[src/hw/rtl/stq_pkg.sv]
// Package for the sorted timer queue: field widths, request, command and
// status codes, and the command and status structs between controller and datapath.
// Depends on nothing.
`default_nettype none

package stq_pkg;

  localparam int KEY_W      = 16;
  localparam int TIME_W     = 32;
  localparam int SLOTS_DEF  = 16;

  typedef enum logic [1:0] {
    REQ_START  = 2'd0,
    REQ_CANCEL = 2'd1,
    REQ_EXPIRE = 2'd2,
    REQ_NONE   = 2'd3
  } req_e;

  localparam logic [1:0] CMD_LEAVE   = 2'd0;
  localparam logic [1:0] CMD_RESTART = 2'd1;
  localparam logic [1:0] CMD_STOP    = 2'd2;

  localparam logic [1:0] ST_OK    = 2'd0;
  localparam logic [1:0] ST_FULL  = 2'd1;
  localparam logic [1:0] ST_EMPTY = 2'd2;
  localparam logic [1:0] ST_NOKEY = 2'd3;

  typedef struct packed {
    logic load;
    logic scan;
    logic tail;
    logic emit;
  } dp_cmd_t;

  typedef struct packed {
    logic scan_done;
    logic out_free;
  } dp_sts_t;

endpackage

`default_nettype wire

[src/hw/rtl/stq_req_if.sv]
// Request channel of the sorted timer queue: valid, ready and one request item.
// Depends on stq_pkg for the field widths.
`default_nettype none

interface stq_req_if;
  logic                       valid;
  logic                       ready;
  logic [1:0]                 req_type;
  logic [stq_pkg::KEY_W-1:0]  timer_key;
  logic [stq_pkg::TIME_W-1:0] duration;
  logic [stq_pkg::TIME_W-1:0] now;

  modport source (output valid, req_type, timer_key, duration, now, input ready);
  modport sink   (input valid, req_type, timer_key, duration, now, output ready);
endinterface

`default_nettype wire

[src/hw/rtl/stq_rsp_if.sv]
// Response channel of the sorted timer queue: valid, ready and one result item.
// Depends on stq_pkg for the field widths.
`default_nettype none

interface stq_rsp_if;
  logic                       valid;
  logic                       ready;
  logic                       fired;
  logic [stq_pkg::KEY_W-1:0]  fired_key;
  logic [1:0]                 timer_cmd;
  logic [stq_pkg::TIME_W-1:0] timer_delay;
  logic [1:0]                 status;

  modport source (output valid, fired, fired_key, timer_cmd, timer_delay, status,
                  input ready);
  modport sink   (input valid, fired, fired_key, timer_cmd, timer_delay, status,
                  output ready);
endinterface

`default_nettype wire

[src/hw/rtl/stq_ram.sv]
// Generic single-write, single-read RAM with a registered read port.
// Depends on nothing.
`default_nettype none

module stq_ram #(
  parameter int WIDTH = 8,
  parameter int DEPTH = 16,
  localparam int AW = (DEPTH > 1) ? $clog2(DEPTH) : 1
) (
  input  wire logic             clk_i,
  input  wire logic             we_i,
  input  wire logic [AW-1:0]    waddr_i,
  input  wire logic [WIDTH-1:0] wdata_i,
  input  wire logic [AW-1:0]    raddr_i,
  output logic      [WIDTH-1:0] rdata_o
);

  logic [WIDTH-1:0] mem_q [DEPTH];
  logic [WIDTH-1:0] rdata_q;

  always_ff @(posedge clk_i) begin
    if (we_i) begin
      mem_q[waddr_i] <= wdata_i;
    end
    rdata_q <= mem_q[raddr_i];
  end

  assign rdata_o = rdata_q;

endmodule

`default_nettype wire

[src/hw/rtl/stq_ctrl.sv]
// Controller of the sorted timer queue: sequences load, slot scan, tail and result.
// Depends on stq_pkg for the command and status structs.
`default_nettype none

module stq_ctrl (
  input  wire logic             clk_i,
  input  wire logic             rst_ni,
  input  wire logic             in_valid_i,
  output logic                  in_ready_o,
  input  wire stq_pkg::dp_sts_t sts_i,
  output stq_pkg::dp_cmd_t      cmd_o
);

  typedef enum logic [1:0] {
    S_IDLE,
    S_SCAN,
    S_TAIL,
    S_RESP
  } state_e;

  state_e state_q;

  assign in_ready_o = (state_q == S_IDLE);

  always_comb begin
    cmd_o      = '0;
    cmd_o.load = (state_q == S_IDLE) && in_valid_i;
    cmd_o.scan = (state_q == S_SCAN);
    cmd_o.tail = (state_q == S_TAIL);
    cmd_o.emit = (state_q == S_RESP) && sts_i.out_free;
  end

  always_ff @(posedge clk_i or negedge rst_ni) begin
    if (!rst_ni) begin
      state_q <= S_IDLE;
    end else begin
      case (state_q)
        S_IDLE: begin
          if (in_valid_i) state_q <= S_SCAN;
        end
        S_SCAN: begin
          if (sts_i.scan_done) state_q <= S_TAIL;
        end
        S_TAIL: begin
          state_q <= S_RESP;
        end
        S_RESP: begin
          if (sts_i.out_free) state_q <= S_IDLE;
        end
        default: begin
          state_q <= S_IDLE;
        end
      endcase
    end
  end

endmodule

`default_nettype wire

[src/hw/rtl/stq_dp.sv]
// Datapath of the sorted timer queue: slot RAM, streaming insert and remove,
// fill count, result computation and the output register.
// Depends on stq_pkg and stq_ram.
`default_nettype none

module stq_dp #(
  parameter int TIMER_SLOTS = stq_pkg::SLOTS_DEF
) (
  input  wire logic                       clk_i,
  input  wire logic                       rst_ni,
  input  wire stq_pkg::dp_cmd_t           cmd_i,
  output stq_pkg::dp_sts_t                sts_o,
  input  wire logic [1:0]                 req_type_i,
  input  wire logic [stq_pkg::KEY_W-1:0]  timer_key_i,
  input  wire logic [stq_pkg::TIME_W-1:0] duration_i,
  input  wire logic [stq_pkg::TIME_W-1:0] now_i,
  input  wire logic                       out_ready_i,
  output logic                            out_valid_o,
  output logic                            fired_o,
  output logic      [stq_pkg::KEY_W-1:0]  fired_key_o,
  output logic      [1:0]                 timer_cmd_o,
  output logic      [stq_pkg::TIME_W-1:0] timer_delay_o,
  output logic      [1:0]                 status_o
);

  localparam int KW = stq_pkg::KEY_W;
  localparam int TW = stq_pkg::TIME_W;
  localparam int EW = KW + TW;
  localparam int CW = $clog2(TIMER_SLOTS + 1);
  localparam int AW = (TIMER_SLOTS > 1) ? $clog2(TIMER_SLOTS) : 1;

  logic [CW-1:0] count_q, count_d;
  logic          run_q;
  logic [CW-1:0] rd_idx_q;
  logic          rd_vld_q;
  logic [CW-1:0] rd_j_q;
  logic          out_vld_q;

  logic [1:0]    req_q;
  logic [KW-1:0] key_q;
  logic [TW-1:0] dl_q;
  logic [TW-1:0] now_q;
  logic          placed_q, found_q, pos0_q;
  logic [EW-1:0] carry_q;
  logic [TW-1:0] head_q, next_head_q;
  logic [KW-1:0] fkey_q;

  logic          res_fired_q;
  logic [KW-1:0] res_fkey_q;
  logic [1:0]    res_cmd_q, res_status_q;
  logic [TW-1:0] res_delay_q;
  logic          res_fired_d;
  logic [KW-1:0] res_fkey_d;
  logic [1:0]    res_cmd_d, res_status_d;

  logic          out_fired_q;
  logic [KW-1:0] out_fkey_q;
  logic [1:0]    out_cmd_q, out_status_q;
  logic [TW-1:0] out_delay_q;

  logic [TW:0]   sum;
  logic [TW-1:0] new_dl;
  logic          run_d;
  logic          rd_en;
  logic [EW-1:0] rdata;
  logic [KW-1:0] e_key;
  logic [TW-1:0] e_dl;
  logic          is_start;
  logic          hit;
  logic          match;
  logic [CW-1:0] jm1;
  logic          we;
  logic [AW-1:0] waddr;
  logic [EW-1:0] wdata;
  logic [TW-1:0] head_sel;
  logic [TW-1:0] delay;

  assign sum    = {1'b0, now_i} + {1'b0, duration_i};
  assign new_dl = sum[TW] ? {TW{1'b1}} : sum[TW-1:0];

  always_comb begin
    case (req_type_i)
      stq_pkg::REQ_START:  run_d = (count_q != CW'(TIMER_SLOTS));
      stq_pkg::REQ_CANCEL: run_d = 1'b1;
      stq_pkg::REQ_EXPIRE: run_d = (count_q != '0);
      default:             run_d = 1'b0;
    endcase
  end

  assign rd_en    = cmd_i.scan && run_q && (rd_idx_q != count_q);
  assign e_key    = rdata[EW-1:TW];
  assign e_dl     = rdata[TW-1:0];
  assign is_start = (req_q == stq_pkg::REQ_START);
  assign hit      = placed_q || (e_dl >= dl_q);
  assign match    = (req_q == stq_pkg::REQ_EXPIRE) ? (rd_j_q == '0) : (e_key == key_q);
  assign jm1      = rd_j_q - CW'(1);

  always_comb begin
    we    = 1'b0;
    waddr = rd_j_q[AW-1:0];
    wdata = carry_q;
    if (cmd_i.tail) begin
      we    = is_start && run_q;
      waddr = count_q[AW-1:0];
    end else if (rd_vld_q) begin
      if (is_start) begin
        we = hit;
      end else begin
        we    = found_q;
        waddr = jm1[AW-1:0];
        wdata = rdata;
      end
    end
  end

  stq_ram #(
    .WIDTH (EW),
    .DEPTH (TIMER_SLOTS)
  ) u_slots (
    .clk_i   (clk_i),
    .we_i    (we),
    .waddr_i (waddr),
    .wdata_i (wdata),
    .raddr_i (rd_idx_q[AW-1:0]),
    .rdata_o (rdata)
  );

  always_comb begin
    if (is_start) begin
      head_sel = ((count_q == '0) || (head_q >= dl_q)) ? dl_q : head_q;
    end else begin
      head_sel = next_head_q;
    end
  end

  assign delay = (head_sel > now_q) ? (head_sel - now_q) : '0;

  always_comb begin
    res_fired_d  = 1'b0;
    res_fkey_d   = '0;
    res_cmd_d    = stq_pkg::CMD_LEAVE;
    res_status_d = stq_pkg::ST_OK;
    count_d      = count_q;
    case (req_q)
      stq_pkg::REQ_START: begin
        if (!run_q) begin
          res_status_d = stq_pkg::ST_FULL;
        end else begin
          res_cmd_d = stq_pkg::CMD_RESTART;
          count_d   = count_q + CW'(1);
        end
      end
      stq_pkg::REQ_CANCEL: begin
        if (!found_q) begin
          res_status_d = stq_pkg::ST_NOKEY;
        end else begin
          count_d = count_q - CW'(1);
          if (pos0_q) begin
            res_cmd_d = (count_q > CW'(1)) ? stq_pkg::CMD_RESTART : stq_pkg::CMD_STOP;
          end
        end
      end
      stq_pkg::REQ_EXPIRE: begin
        if (!found_q) begin
          res_status_d = stq_pkg::ST_EMPTY;
        end else begin
          res_fired_d = 1'b1;
          res_fkey_d  = fkey_q;
          count_d     = count_q - CW'(1);
          res_cmd_d   = (count_q > CW'(1)) ? stq_pkg::CMD_RESTART : stq_pkg::CMD_STOP;
        end
      end
      default: begin
        res_status_d = stq_pkg::ST_OK;
      end
    endcase
  end

  always_ff @(posedge clk_i or negedge rst_ni) begin
    if (!rst_ni) begin
      count_q   <= '0;
      run_q     <= 1'b0;
      rd_idx_q  <= '0;
      rd_vld_q  <= 1'b0;
      out_vld_q <= 1'b0;
    end else begin
      rd_vld_q <= rd_en;
      if (cmd_i.load) begin
        run_q    <= run_d;
        rd_idx_q <= '0;
      end else if (rd_en) begin
        rd_idx_q <= rd_idx_q + CW'(1);
      end
      if (cmd_i.tail) begin
        count_q <= count_d;
      end
      if (cmd_i.emit) begin
        out_vld_q <= 1'b1;
      end else if (out_ready_i) begin
        out_vld_q <= 1'b0;
      end
    end
  end

  always_ff @(posedge clk_i) begin
    rd_j_q <= rd_idx_q;
    if (cmd_i.load) begin
      req_q    <= req_type_i;
      key_q    <= timer_key_i;
      dl_q     <= new_dl;
      now_q    <= now_i;
      carry_q  <= {timer_key_i, new_dl};
      placed_q <= 1'b0;
      found_q  <= 1'b0;
      pos0_q   <= 1'b0;
    end else if (rd_vld_q) begin
      if (is_start) begin
        if (rd_j_q == '0) head_q <= e_dl;
        if (hit) begin
          carry_q  <= rdata;
          placed_q <= 1'b1;
        end
      end else begin
        if (rd_j_q == CW'(1)) next_head_q <= e_dl;
        if (!found_q && match) begin
          found_q <= 1'b1;
          pos0_q  <= (rd_j_q == '0);
          fkey_q  <= e_key;
        end
      end
    end
    if (cmd_i.tail) begin
      res_fired_q  <= res_fired_d;
      res_fkey_q   <= res_fkey_d;
      res_cmd_q    <= res_cmd_d;
      res_status_q <= res_status_d;
      res_delay_q  <= (res_cmd_d == stq_pkg::CMD_RESTART) ? delay : '0;
    end
    if (cmd_i.emit) begin
      out_fired_q  <= res_fired_q;
      out_fkey_q   <= res_fkey_q;
      out_cmd_q    <= res_cmd_q;
      out_status_q <= res_status_q;
      out_delay_q  <= res_delay_q;
    end
  end

  assign sts_o.scan_done = !rd_vld_q && (!run_q || (rd_idx_q == count_q));
  assign sts_o.out_free  = !out_vld_q || out_ready_i;

  assign out_valid_o   = out_vld_q;
  assign fired_o       = out_fired_q;
  assign fired_key_o   = out_fkey_q;
  assign timer_cmd_o   = out_cmd_q;
  assign timer_delay_o = out_delay_q;
  assign status_o      = out_status_q;

endmodule

`default_nettype wire

[src/hw/rtl/sorted_timer_queue.sv]
// Sorted timer queue: an item passes the slot scan, the tail and the result states from
// acceptance to its result in the output register; the scan covers the N slots in use (at
// most TIMER_SLOTS), one slot per cycle through the slot RAM read port, and ignored, full
// and empty cases visit no slot. A new item is accepted at the edge after the previous
// result enters the output register, so an item is not taken before the last one is done.
// Reset clears the fill count and the control state; slot contents are left as they are.
`default_nettype none

module sorted_timer_queue #(
  parameter int TIMER_SLOTS = stq_pkg::SLOTS_DEF
) (
  input  wire logic  clk_i,
  input  wire logic  rst_ni,
  stq_req_if.sink    req_i,
  stq_rsp_if.source  rsp_o
);

  stq_pkg::dp_cmd_t cmd;
  stq_pkg::dp_sts_t sts;

  stq_ctrl u_ctrl (
    .clk_i      (clk_i),
    .rst_ni     (rst_ni),
    .in_valid_i (req_i.valid),
    .in_ready_o (req_i.ready),
    .sts_i      (sts),
    .cmd_o      (cmd)
  );

  stq_dp #(
    .TIMER_SLOTS (TIMER_SLOTS)
  ) u_dp (
    .clk_i         (clk_i),
    .rst_ni        (rst_ni),
    .cmd_i         (cmd),
    .sts_o         (sts),
    .req_type_i    (req_i.req_type),
    .timer_key_i   (req_i.timer_key),
    .duration_i    (req_i.duration),
    .now_i         (req_i.now),
    .out_ready_i   (rsp_o.ready),
    .out_valid_o   (rsp_o.valid),
    .fired_o       (rsp_o.fired),
    .fired_key_o   (rsp_o.fired_key),
    .timer_cmd_o   (rsp_o.timer_cmd),
    .timer_delay_o (rsp_o.timer_delay),
    .status_o      (rsp_o.status)
  );

endmodule

`default_nettype wire
[src/flat_wrapper.sv]
// flat-port wrapper written by rule: the top's interface ports become plain ports
module sorted_timer_queue_flat 
#(
  parameter int TIMER_SLOTS = stq_pkg::SLOTS_DEF
)
  (clk_i, rst_ni, req_i_valid, req_i_req_type, req_i_timer_key, req_i_duration, req_i_now, req_i_ready, rsp_o_valid, rsp_o_fired, rsp_o_fired_key, rsp_o_timer_cmd, rsp_o_timer_delay, rsp_o_status, rsp_o_ready);
  stq_req_if req_i_i ();
  stq_rsp_if rsp_o_i ();
  input  wire logic clk_i;
  input  wire logic rst_ni;
  input wire logic [$bits(req_i_i.valid)-1:0] req_i_valid;
  input wire logic [$bits(req_i_i.req_type)-1:0] req_i_req_type;
  input wire logic [$bits(req_i_i.timer_key)-1:0] req_i_timer_key;
  input wire logic [$bits(req_i_i.duration)-1:0] req_i_duration;
  input wire logic [$bits(req_i_i.now)-1:0] req_i_now;
  output wire logic [$bits(req_i_i.ready)-1:0] req_i_ready;
  output wire logic [$bits(rsp_o_i.valid)-1:0] rsp_o_valid;
  output wire logic [$bits(rsp_o_i.fired)-1:0] rsp_o_fired;
  output wire logic [$bits(rsp_o_i.fired_key)-1:0] rsp_o_fired_key;
  output wire logic [$bits(rsp_o_i.timer_cmd)-1:0] rsp_o_timer_cmd;
  output wire logic [$bits(rsp_o_i.timer_delay)-1:0] rsp_o_timer_delay;
  output wire logic [$bits(rsp_o_i.status)-1:0] rsp_o_status;
  input wire logic [$bits(rsp_o_i.ready)-1:0] rsp_o_ready;
  assign req_i_i.valid = req_i_valid;
  assign req_i_i.req_type = req_i_req_type;
  assign req_i_i.timer_key = req_i_timer_key;
  assign req_i_i.duration = req_i_duration;
  assign req_i_i.now = req_i_now;
  assign req_i_ready = req_i_i.ready;
  assign rsp_o_valid = rsp_o_i.valid;
  assign rsp_o_fired = rsp_o_i.fired;
  assign rsp_o_fired_key = rsp_o_i.fired_key;
  assign rsp_o_timer_cmd = rsp_o_i.timer_cmd;
  assign rsp_o_timer_delay = rsp_o_i.timer_delay;
  assign rsp_o_status = rsp_o_i.status;
  assign rsp_o_i.ready = rsp_o_ready;
  sorted_timer_queue #(.TIMER_SLOTS(TIMER_SLOTS)) u_core (.clk_i(clk_i), .rst_ni(rst_ni), .req_i(req_i_i), .rsp_o(rsp_o_i));
endmodule
[config.mk]
export PLATFORM = sky130hd
export DESIGN_NAME = sorted_timer_queue_flat
export DESIGN_NICKNAME = d
export VERILOG_FILES = /design/src/hw/rtl/stq_pkg.sv /design/src/hw/rtl/stq_req_if.sv /design/src/hw/rtl/stq_rsp_if.sv /design/src/hw/rtl/stq_ram.sv /design/src/hw/rtl/stq_ctrl.sv /design/src/hw/rtl/stq_dp.sv /design/src/hw/rtl/sorted_timer_queue.sv /design/src/flat_wrapper.sv
export SDC_FILE = /design/constraint.sdc
export NUM_CORES = 1
export LEC_CHECK = 0
export BUFFER_PORTS_ARGS = -buffer_cell sky130_fd_sc_hd__buf_2
export CORE_ASPECT_RATIO = 1.25
export CORE_MARGIN = 2
export CORE_UTILIZATION = 56
export CTS_CLUSTER_DIAMETER = 50
export DETAILED_ROUTE_END_ITERATION = 12
export GPL_TIMING_DRIVEN = 0
export PLACE_DENSITY_LB_ADDON = 0.1
export SLEW_MARGIN = 20
export SYNTH_ARGS = -nofsm -noshare
export SYNTH_HDL_FRONTEND = slang
export SYNTH_SLANG_ARGS = --single-unit
[constraint.sdc]
create_clock -name clk_i -period 11.63 [get_ports clk_i]
set_input_delay 2.326 -clock clk_i [delete_from_list [all_inputs] [get_ports clk_i]]
set_output_delay 2.326 -clock clk_i [all_outputs]
set_load 0.005 [all_outputs]
Word-level counts from Yosys, hierarchy flattened
Memories as Yosys holds them, arrays and structs flattened. A register that Yosys moved wholly into a read port is not among the register bits.
Index checks and enable logic that the tools add are counted.

operators by class
  reductions and logical operators = 38
  $add $sub $neg = 6
  $lt $le $gt $ge = 4
  multiplexer cells = 42
  equal/unequal tests = 18
  bitwise operators = 2

operators by type and width
  kind                   count
  $mux W48               7
  $mux W32               3
  $ge A32 B32 Y1         2
  $add A32 B32 Y33       1
  $gt A32 B32 Y1         1
  $sub A32 B32 Y32       1
  $mux W5                4
  $mux W2                9
  $eq A16 B16 Y1         1
  $reduce_and A4 Y1      4
  $mux W4                3
  $pmux W2 S3            2
  $reduce_and A3 Y1      4
  $reduce_bool A2 Y1     6
  $mux W1                11
  $add A5 B1 Y5 const B  2
  $logic_not A5 Y1       2
  $pmux W5 S2            1
  $eq A2 B1 Y1 const B   4
  $eq A2 B2 Y1 const B   4
  $pmux W2 S4            1
  $logic_and A1 B1 Y1    7
  $logic_not A2 Y1       3
  $ne A2 B2 Y1 const B   3
  15 further kinds       24

storage, ports and cells
  RAM bits = 768
  logic and storage cells = 139
  bits in registers = 339
  memories kept = 1
  input port bits = 86

memory list
  name                       words  bits a word  rd ports  clocked after memory_dff  write ports  line           source
  u_core.u_dp.u_slots.mem_q  16     48           1         1                         1            stq_ram.sv:18  logic [WIDTH-1:0] mem_q [DEPTH];

Longest topological paths before layout
Gate-level depths: netlist (run 1).

  word-level depth = 7
  mapped depth = 22

Modules after synthesis
From an unflattened synthesis (run 1), not the netlist that was laid out.

second synthesis, totals
  cell total of the unflattened synthesis = 2783
  area, all modules = 48078.6 µm²

by module, submodules not included
  module    cells each  times used  area each (µm²)
  stq_ram   1242        1           29691.0
  stq_dp    1524        1           18220.0
  stq_ctrl  17          1           167.7

Worst setup path before layout (run 1)
Ideal clock, no wire load.

  kind = input-to-reg
  from = input req_i_valid
  to = register u_core.u_dp.dl_q[0], enable pin
  arrival = 5.270 ns
  stages on the path = 4
  setup slack = 5.881 ns
  path through = nand2_1 -> inv_1 -> clkbuf_1 -> clkbuf_1

RTL lines
  item                    line                source
  start: declaration      flat_wrapper.sv:11  input wire logic [$bits(req_i_i.valid)-1:0] req_i_valid;
  end signal: assignment  stq_dp.sv:210       dl_q <= new_dl;
  end: declaration        stq_dp.sv:41        logic [TW-1:0] dl_q;

Worst setup path after layout (run 1)
  from = register u_core.u_dp.req_q[1]
  to = register u_core.u_dp.res_delay_q[26] (data pin)

between the ends
  cells in the longest elaborated chain, start to end = 4
  elaborated cells on any way between the ends = 9

RTL lines
  item                                            line                          source
  start: declaration                              stq_dp.sv:39                  logic [1:0] req_q;
  start signal: assignment                        stq_dp.sv:208                 req_q <= req_type_i;
  $logic_not A2 Y1 (tied with other cells)        stq_dp.sv:93, stq_dp.sv:144
  $mux W32 or $pmux W2 S3 (tied branches)         stq_dp.sv:129, stq_dp.sv:144
  $gt A32 B32 Y1 or $eq A2 B1 Y1 (tied branches)  stq_dp.sv:136, stq_dp.sv:237
  $reduce_and A2 Y1 (no source line)              --
  end signal: assignment                          stq_dp.sv:237                 res_delay_q <= (res_cmd_d == stq_pkg::CMD_RESTART) ? delay : '0;
  end: declaration                                stq_dp.sv:51                  logic [TW-1:0] res_delay_q;

Several ways; a longest one is shown, not always the timed one.
A chain may end at the register's enable or synchronous reset.

==> impl_results.md, run 1 <==
- Asr flop ratio synth: between 1 and 1.5%
- Initial antenna violation count: 2
- Number of vias per cell: 6.19
- Critical Path Start Type: flip-flop
- Final period util: about 57%
- Buf/Inv on CP: 5
- Crit Path Category: flip-flop to flip-flop
- Worst Hold Class: flip-flop to flip-flop
- Setup WS pre-CTS: a little over 5000 ps
- Layout cells sized above 1: between 20 and 25%
- CTS tree: yes
- Adder-cell share of the synthesized area: roughly 3.8%
- Port buffer count: 140
- CP endpoint kind: flip-flop
- Final Hold Viols: 0
- Hold buffer count at CTS: 0
- CP cell instances: inv_1 -> ha_1 -> clkbuf_1 -> clkbuf_1 -> clkbuf_1 -> nand2_1 -> mux2i_1 -> a211oi_1 -> ha_1 -> fa_1 -> inv_1 -> a21oi_1 -> o21ai_0 -> a41oi_1 -> a31oi_1 -> nor2_1 -> o31a_1 -> nor4_1
- R2R cell count: 18
- Max-slew violations: 0
- DR vias: ~27000
- First-pass GRT wire length: 184 mm
- VDD IR-drop max: approximately 0.16 mV
- Grt ovf: 0
- Post-cts sizing count: 0
- CP Depth: 18
- Skew final: 52.9 ps
- Synth Area in XOR/XNOR: 1.58%
- HP Start: u_core.u_dp.rd_idx_q[2]$_DFFE_PN0P_
- Post-Syn Instances: about 2800
- GR Util All Layers: roughly 29%
- DRC Markers: 0
- DIE WIDTH: 268 um
- Full die area: 89500 sq um
- Tmin final: roughly 6700 ps
- Post-synthesis register bit count: around 1200
- Nets: around 3400
- CP required: 12080 ps
- Final Power: 12.6 mW
- P_leak: between 15 and 20 nW
- Post-Syn Nets: roughly 3000
- Synth Area in Compound Gates: 5.02%
- N_diodes: 0
- Drt wl/cell: ~28 um
- Post-Syn Area: between 40000 and 50000 sq um
- Vias in the first global route: ~29000
- Post-CTS setup buffers: 0
- Arrival @ worst endpoint: 7110 ps
- Crit path to: u_core.u_dp.res_delay_q[26]$_SDFFCE_PN0P_
- CP Max Fanout: 10
- Worst-Margin Slew: around 1100 ps
- Synth-to-Final Area Change: 16.8%
- Crit Reg-Reg Startpoint: u_core.u_dp.req_q[1]$_DFFE_PP_
- CTS Sinks: about 1200
- Die H: about 330 um
- GPL Wtd Cong: a little over 0.9
- Slew margin rel.: about a quarter
- Fillers: slightly below 6000
- PnR worst setup slack: 4970 ps
- CP dominant cell by count: clkbuf_1
- Worst-path clk slew: around 60 ps
- Maxcap violations: 0
- Most common cell after layout, fill and taps aside: edfxtp_1
- Slowest stage delay, CP: 760 ps
- FMAX: around 150 MHz
- Largest family of logic cells by synthesized area: multiplexers
- H-tree depth: 3
- DP HPWL: about 87 mm
- Initial Util: 56.2%
- CORE AREA: between 80000 and 90000 sq um
- P per Cell Area: between 200 and 250 nW/um^2
- Clock latency on the worst-skew pair: 710 ps
- Commonest cells after routing, fill and taps aside: edfxtp_1 (1084), mux4_2 (240), nand2_1 (175)
- CP max-delay cell: clkbuf_1
- Final setup TNS: 0 ps
- Worst Hold Margin: ~370 ps
- Netlist cell types: 75
- Mapped Avg Cell Area: 17.3 sq um
- RR Endpoint: u_core.u_dp.res_delay_q[26]$_SDFFCE_PN0P_
- Clk root buf: clkbuf_16
- Cell row count: 121
- Synth Flop Type: edfxtp_1
- Clock buffer depth: 3
- Post-route ant nets: 0
- CTS buffer count: roughly 120
- CP delay by family, top: buffers and inverters
- First-pass iteration count of the detailed router: 7
- Post-synth EDFFs: 1084
- Iteration-0 DRC Markers: 3188
- Final setup viols: 0
- CP startpoint: u_core.u_dp.req_q[1]$_DFFE_PP_
- Io pins: 141
- RSZ-0062 raised after global routing: false
- Seq/Total Area, Yosys: 69.8%
- Post-synthesis simple-gate area fraction: under 10%
- Post-Route WL: around 130 mm
- Largest net degree at the start of global routing: between 40 and 50
- Reg2Reg Setup Slack: around 5000 ps
- Run status: finished clean
- Post-synthesis mux area share: 13.2%
- Number of synthesis warnings: 0
worst register-to-register path: stages, from the launching register on:
cell,delay (ps)
edfxtp_1,430
inv_1,120
ha_1,140
clkbuf_1,610
clkbuf_1,760
clkbuf_1,670
nand2_1,170
mux2i_1,170
a211oi_1,80
ha_1,250
fa_1,430
inv_1,90
a21oi_1,90
o21ai_0,680
a41oi_1,300
a31oi_1,540
nor2_1,190
o31a_1,270
nor4_1,400
through the flow:
stage | instances | cell area, sq um | util [%]
finish | 4415 | 57000 | 65.7
detailed placement | 4197 | 53000 | 61.1
floorplan | 2813 | 48800 | -
CTS | 4414 | 56900 | 65.6
global placement | 4121 | 50900 | 58.7
global route | 4415 | 57000 | 65.7
layer usage:
metal	part of all wire, %	global-route usage [%]	wire [um]
met5	0.010	0	13
met1	37	35.0	46700
met4	4.4	12.2	5510
met3	6.3	4.29	7930
met2	52	50.3	65400
final cells by class:
type	count	area (sq um)	area share [%]
clock buffers	134	3020	5.30
flip-flops and latches	1155	34000	59.8
plain buffers	128	546	0.958
repair buffers	217	2530	4.43
clock inverters	83	943	1.66
inverters	95	357	0.626
well taps	1168	1460	2.57
multi-input cells	1435	14100	24.7
sequential cells by signal, summed over array words and instances, names as in the netlist, 5 cells and up:
signal	flops
u_core.u_dp.u_slots.mem_q	768
u_core.u_dp.carry_q	48
u_core.u_dp.u_slots.rdata_o	48
u_core.u_dp.dl_q	32
u_core.u_dp.head_q	32
u_core.u_dp.next_head_q	32
u_core.u_dp.now_q	32
u_core.u_dp.res_delay_q	32
u_core.u_dp.timer_delay_o	32
u_core.u_dp.fired_key_o	16
u_core.u_dp.fkey_q	16
u_core.u_dp.key_q	16
u_core.u_dp.res_fkey_q	16
u_core.u_dp.count_q	5
u_core.u_dp.rd_idx_q	5
u_core.u_dp.rd_j_q	5
how the worst min path moves through the flow:
stage	cells after the start	end
after global routing	0	u_core.u_dp.rd_j_q[2]$_DFF_P_
final	0	u_core.u_dp.rd_j_q[2]$_DFF_P_
after floorplan	0	u_core.u_dp.rd_j_q[3]$_DFF_P_
after CTS	0	u_core.u_dp.rd_j_q[2]$_DFF_P_
after global placement	0	u_core.u_dp.rd_j_q[2]$_DFF_P_
after detailed placement	0	u_core.u_dp.rd_j_q[2]$_DFF_P_
synthesized netlist by cell type (all sizes together), types with 52 or more instances:
cell type	count	area [sq um]
nor2	135	507
nand2	175	657
a21oi	106	531
clkbuf	94	353
mux4	240	5410
edfxtp	1084	32600
mux2	64	721
ha	143	1790
inv	95	357
a21o	52	390
nand3	53	265
dfxtp	56	1120
o21ai	57	285
xor2	54	473
logic make-up after synthesis:
| logic type | count (synthesis) |
|---|---|
| flops | 1155 |
| simple gates | 504 |
| compound gates | 361 |
| mux | 337 |
| buf+inv | 223 |
| fa+ha+maj | 145 |
| xor+xnor | 88 |
where the power goes:
part / switching [mW] / total (mW) / internal, mW
Sequential: 0.241 / 5.62 / 5.37
Combinational: 1.92 / 3.16 / 1.23
Clock: 1.62 / 3.86 / 2.24
Power figures use the tool's default switching activity.
==> inputs of run 2 (changes only) <==
ABC_AREA = 1   (was unset)
clock period = 6.7 ns   (was 11.63 ns; I/O delays follow)
==> run 2 against run 1 <==
Final cell count grew 32%. Largest power group unchanged. Clock-buffer cell count grew 16. Flip-flop and latch count is the same. Register-to-register slack lost 3800 ps. Critical endpoint is now u_core.u_dp.res_delay_q[30]$_SDFFCE_PN0P_. Design area grew 1.0%.
==> impl_results.md, run 2 <==
- Run status: finished clean
- Max-slew violations: 0
- Placed Area: between 50000 and 60000 sq um
- Final setup TNS: 0 ps
- Post-Syn Area: approximately 50000 sq um
- CP Max Fanout: 10
- Hold Path Cell Cnt: 0
- GR Util All Layers: between 30% and 40%
- Fillers: 6841
- Worst-path clk slew: about 60 ps
- Final setup viols: 0
- Post-synth EDFFs: about 1100
- Initial antenna violation count: 2
- Cell row count: between 100 and 150
- CTS buffer count: approximately 120
- Worst Hold Class: flip-flop to flip-flop
- Slew margin rel.: between 20 and 25%
- GPL Wtd Cong: roughly 0.97
- Commonest cells after routing, fill and taps aside: edfxtp_1 (1084), nor2_1 (699), nand2_1 (624)
- Number of vias per cell: 5.90
- Top-area cell type share of the netlist area: about two thirds
- Final period util: ~83%
- CTS tree: yes
- Fin util: 64.9%
- Hold buffer count at CTS: 0
- Vias in the first global route: 34078
- Commonest cells in the netlist: edfxtp_1 (1084), nor2_1 (716), nand2_1 (625), o21ai_0 (314), inv_1 (302)
- Asr flop ratio synth: 1.30%
- Synth Flop Type: edfxtp_1
- Setup WS pre-CTS: 1200 ps
- H-tree depth: 3
- Crit Reg-Reg Startpoint: u_core.u_dp.head_q[27]$_DFFE_PP_
- CORE AREA: slightly below 90000 sq um
- Post-synthesis register bit count: 1155
- Worst Hold Margin: roughly 410 ps
- FMAX: between 150 and 200 MHz
- Port buffer count: 140
- Netlist cell types: 53
- Max reg flops: approximately 770
- Maxcap violations: 0
- Layout cells sized above 1: 11.8%
- Critical Path Start Type: flip-flop
- Die H: approximately 340 um
- Post-synth top area cell: edfxtp_1
- Most common cell in the netlist: edfxtp_1
- CP startpoint: u_core.u_dp.head_q[27]$_DFFE_PP_
- CP endpoint kind: flip-flop
- Worst-Margin Slew: approximately 1100 ps
- First-pass GRT wire length: about 210 mm
- Post-Route WL: ~150 mm
- DRC Markers: 0
- CTS Sinks: roughly 1200
- Number of synthesis warnings: 0
- DP HPWL: between 100 and 150 mm
- Post-CTS setup buffers: 0
- Io pins: roughly 140
- Nets: around 4800
- Iteration-0 DRC Markers: about 4000
- P per Cell Area: roughly 400 nW/um^2
- Biggest register: u_core.u_dp.u_slots.mem_q
- Post-cts sizing count: 0
- VDD IR-drop max: around 0.28 mV
- Clk root buf: clkbuf_16
- Initial Util: 56.5%
- Seq/Total Area, Yosys: 67.9%
- Post-route ant nets: 0
- Mapped Avg Cell Area: around 12 sq um
- Largest net degree at the start of global routing: 73
- Final Power: between 20 and 25 mW
- PnR worst setup slack: roughly 1100 ps
- Skew final: approximately 35 ps
- First-pass iteration count of the detailed router: 5
- Final Hold Viols: 0
- DR vias: 34454
- RSZ-0062 raised after global routing: false
- Design area: approximately 58000 sq um
- Grt ovf: 0
- Layout Cells excl Fill: around 5800
- Clock latency on the worst-skew pair: between 700 and 800 ps
- Cell count after placement: around 5600
- Drt wl/cell: about 25 um
- Tmin final: around 5600 ps
- Arrival @ worst endpoint: ~6000 ps
- P_leak: roughly 21 nW
- CP required: about 7200 ps
- Area contributors post-synth: edfxtp_1 (65%), nor2_1 (5.4%), nand2_1 (4.7%)
- Synth-to-Final Area Change: 14.8%
- Crit Path Category: flip-flop to flip-flop
- Clock buffer depth: 3
- HP Start: u_core.u_dp.rd_idx_q[1]$_DFFE_PN0P_
- Post-Syn Nets: 4463
- R2R cell count: 22
- Most common cell after layout, fill and taps aside: edfxtp_1
- DIE WIDTH: about 270 um
- Full die area: roughly 92000 sq um
- Post-Syn Instances: approximately 4200
==> run 2: cell types whose count changed after synthesis, moves of 91 or more <==
cell	before	now
inv_1	95	302
mux4_2	240	0
nand2_1	175	625
nand3_1	53	144
nor2_1	135	716
o21ai_0	57	314
o32ai_1	2	110
==> run 2: cell type report <==
| type | count | area [sq um] | share of cell area, % |
|---|---|---|---|
| Antenna cell | 1 | 2.50 | 0.00435 |
| Multi-Input combinational cell | 2584 | 14300 | 24.9 |
| Timing Repair Buffer | 205 | 1810 | 3.14 |
| Buffer | 185 | 852 | 1.48 |
| Tap cell | 1178 | 1470 | 2.56 |
| Clock inverter | 69 | 684 | 1.19 |
| Inverter | 308 | 1160 | 2.01 |
| Clock buffer | 150 | 3220 | 5.59 |
| Sequential cell | 1155 | 34000 | 59.2 |
==> run 2: path summary, 6_finish.rpt <==
kind                       slack [ps]                                   endpoint
hold reg to reg                   410              u_core.u_dp.rd_j_q[1]$_DFF_P_
min in group asynchronous         550       u_core.u_ctrl.state_q[1]$_DFFE_PN0P_
setup / recovery                 1130  u_core.u_dp.res_delay_q[30]$_SDFFCE_PN0P_
hold / removal                    410              u_core.u_dp.rd_j_q[1]$_DFF_P_
max in group asynchronous        5860         u_core.u_dp.count_q[1]$_DFFE_PN0P_
setup reg to reg                 1130  u_core.u_dp.res_delay_q[30]$_SDFFCE_PN0P_
==> run 2: cells by family after synthesis <==
logic type	count (synthesis)	share of synthesized area [%]
muxes	84	1.68
DFF	1155	67.9
buffers and inverters	493	4.00
and+or+nand+nor	1599	13.0
adders and majority gates	145	3.65
xor gates and xnor gates	52	0.909
AOI/OAI and AO/OA	704	8.81
==> run 2: report_power, final <==
part	internal, mW	switching, mW	total (mW)
combinational	1.88	4.80	6.68
sequential	9.40	0.484	9.89
clock	3.75	2.81	6.56
==> run 2: critical path, cell delays in order (launching register included) <==
cell,delay [ps]
edfxtp_1,410
ha_1,310
nand2_1,50
inv_1,60
nand3_1,70
nor3_1,460
nor2b_1,230
nand2_1,90
nand4_2,270
buf_2,350
nor2_1,80
nor2_1,100
nor2_1,80
ha_1,270
fa_1,470
inv_1,160
nand3_1,90
nand2_1,150
a21oi_1,140
o21ai_0,900
nand4_1,310
nand3_1,180
a21oi_2,70
==> run 2: routing by layer <==
layer,up-vias,GRT usage [%],wire length (um)
met5,-,0,18
met4,2,14.5,7200
met3,316,4.74,11700
met2,1622,55.0,73300
met1,16759,38.8,54200
li1,15755,-,-
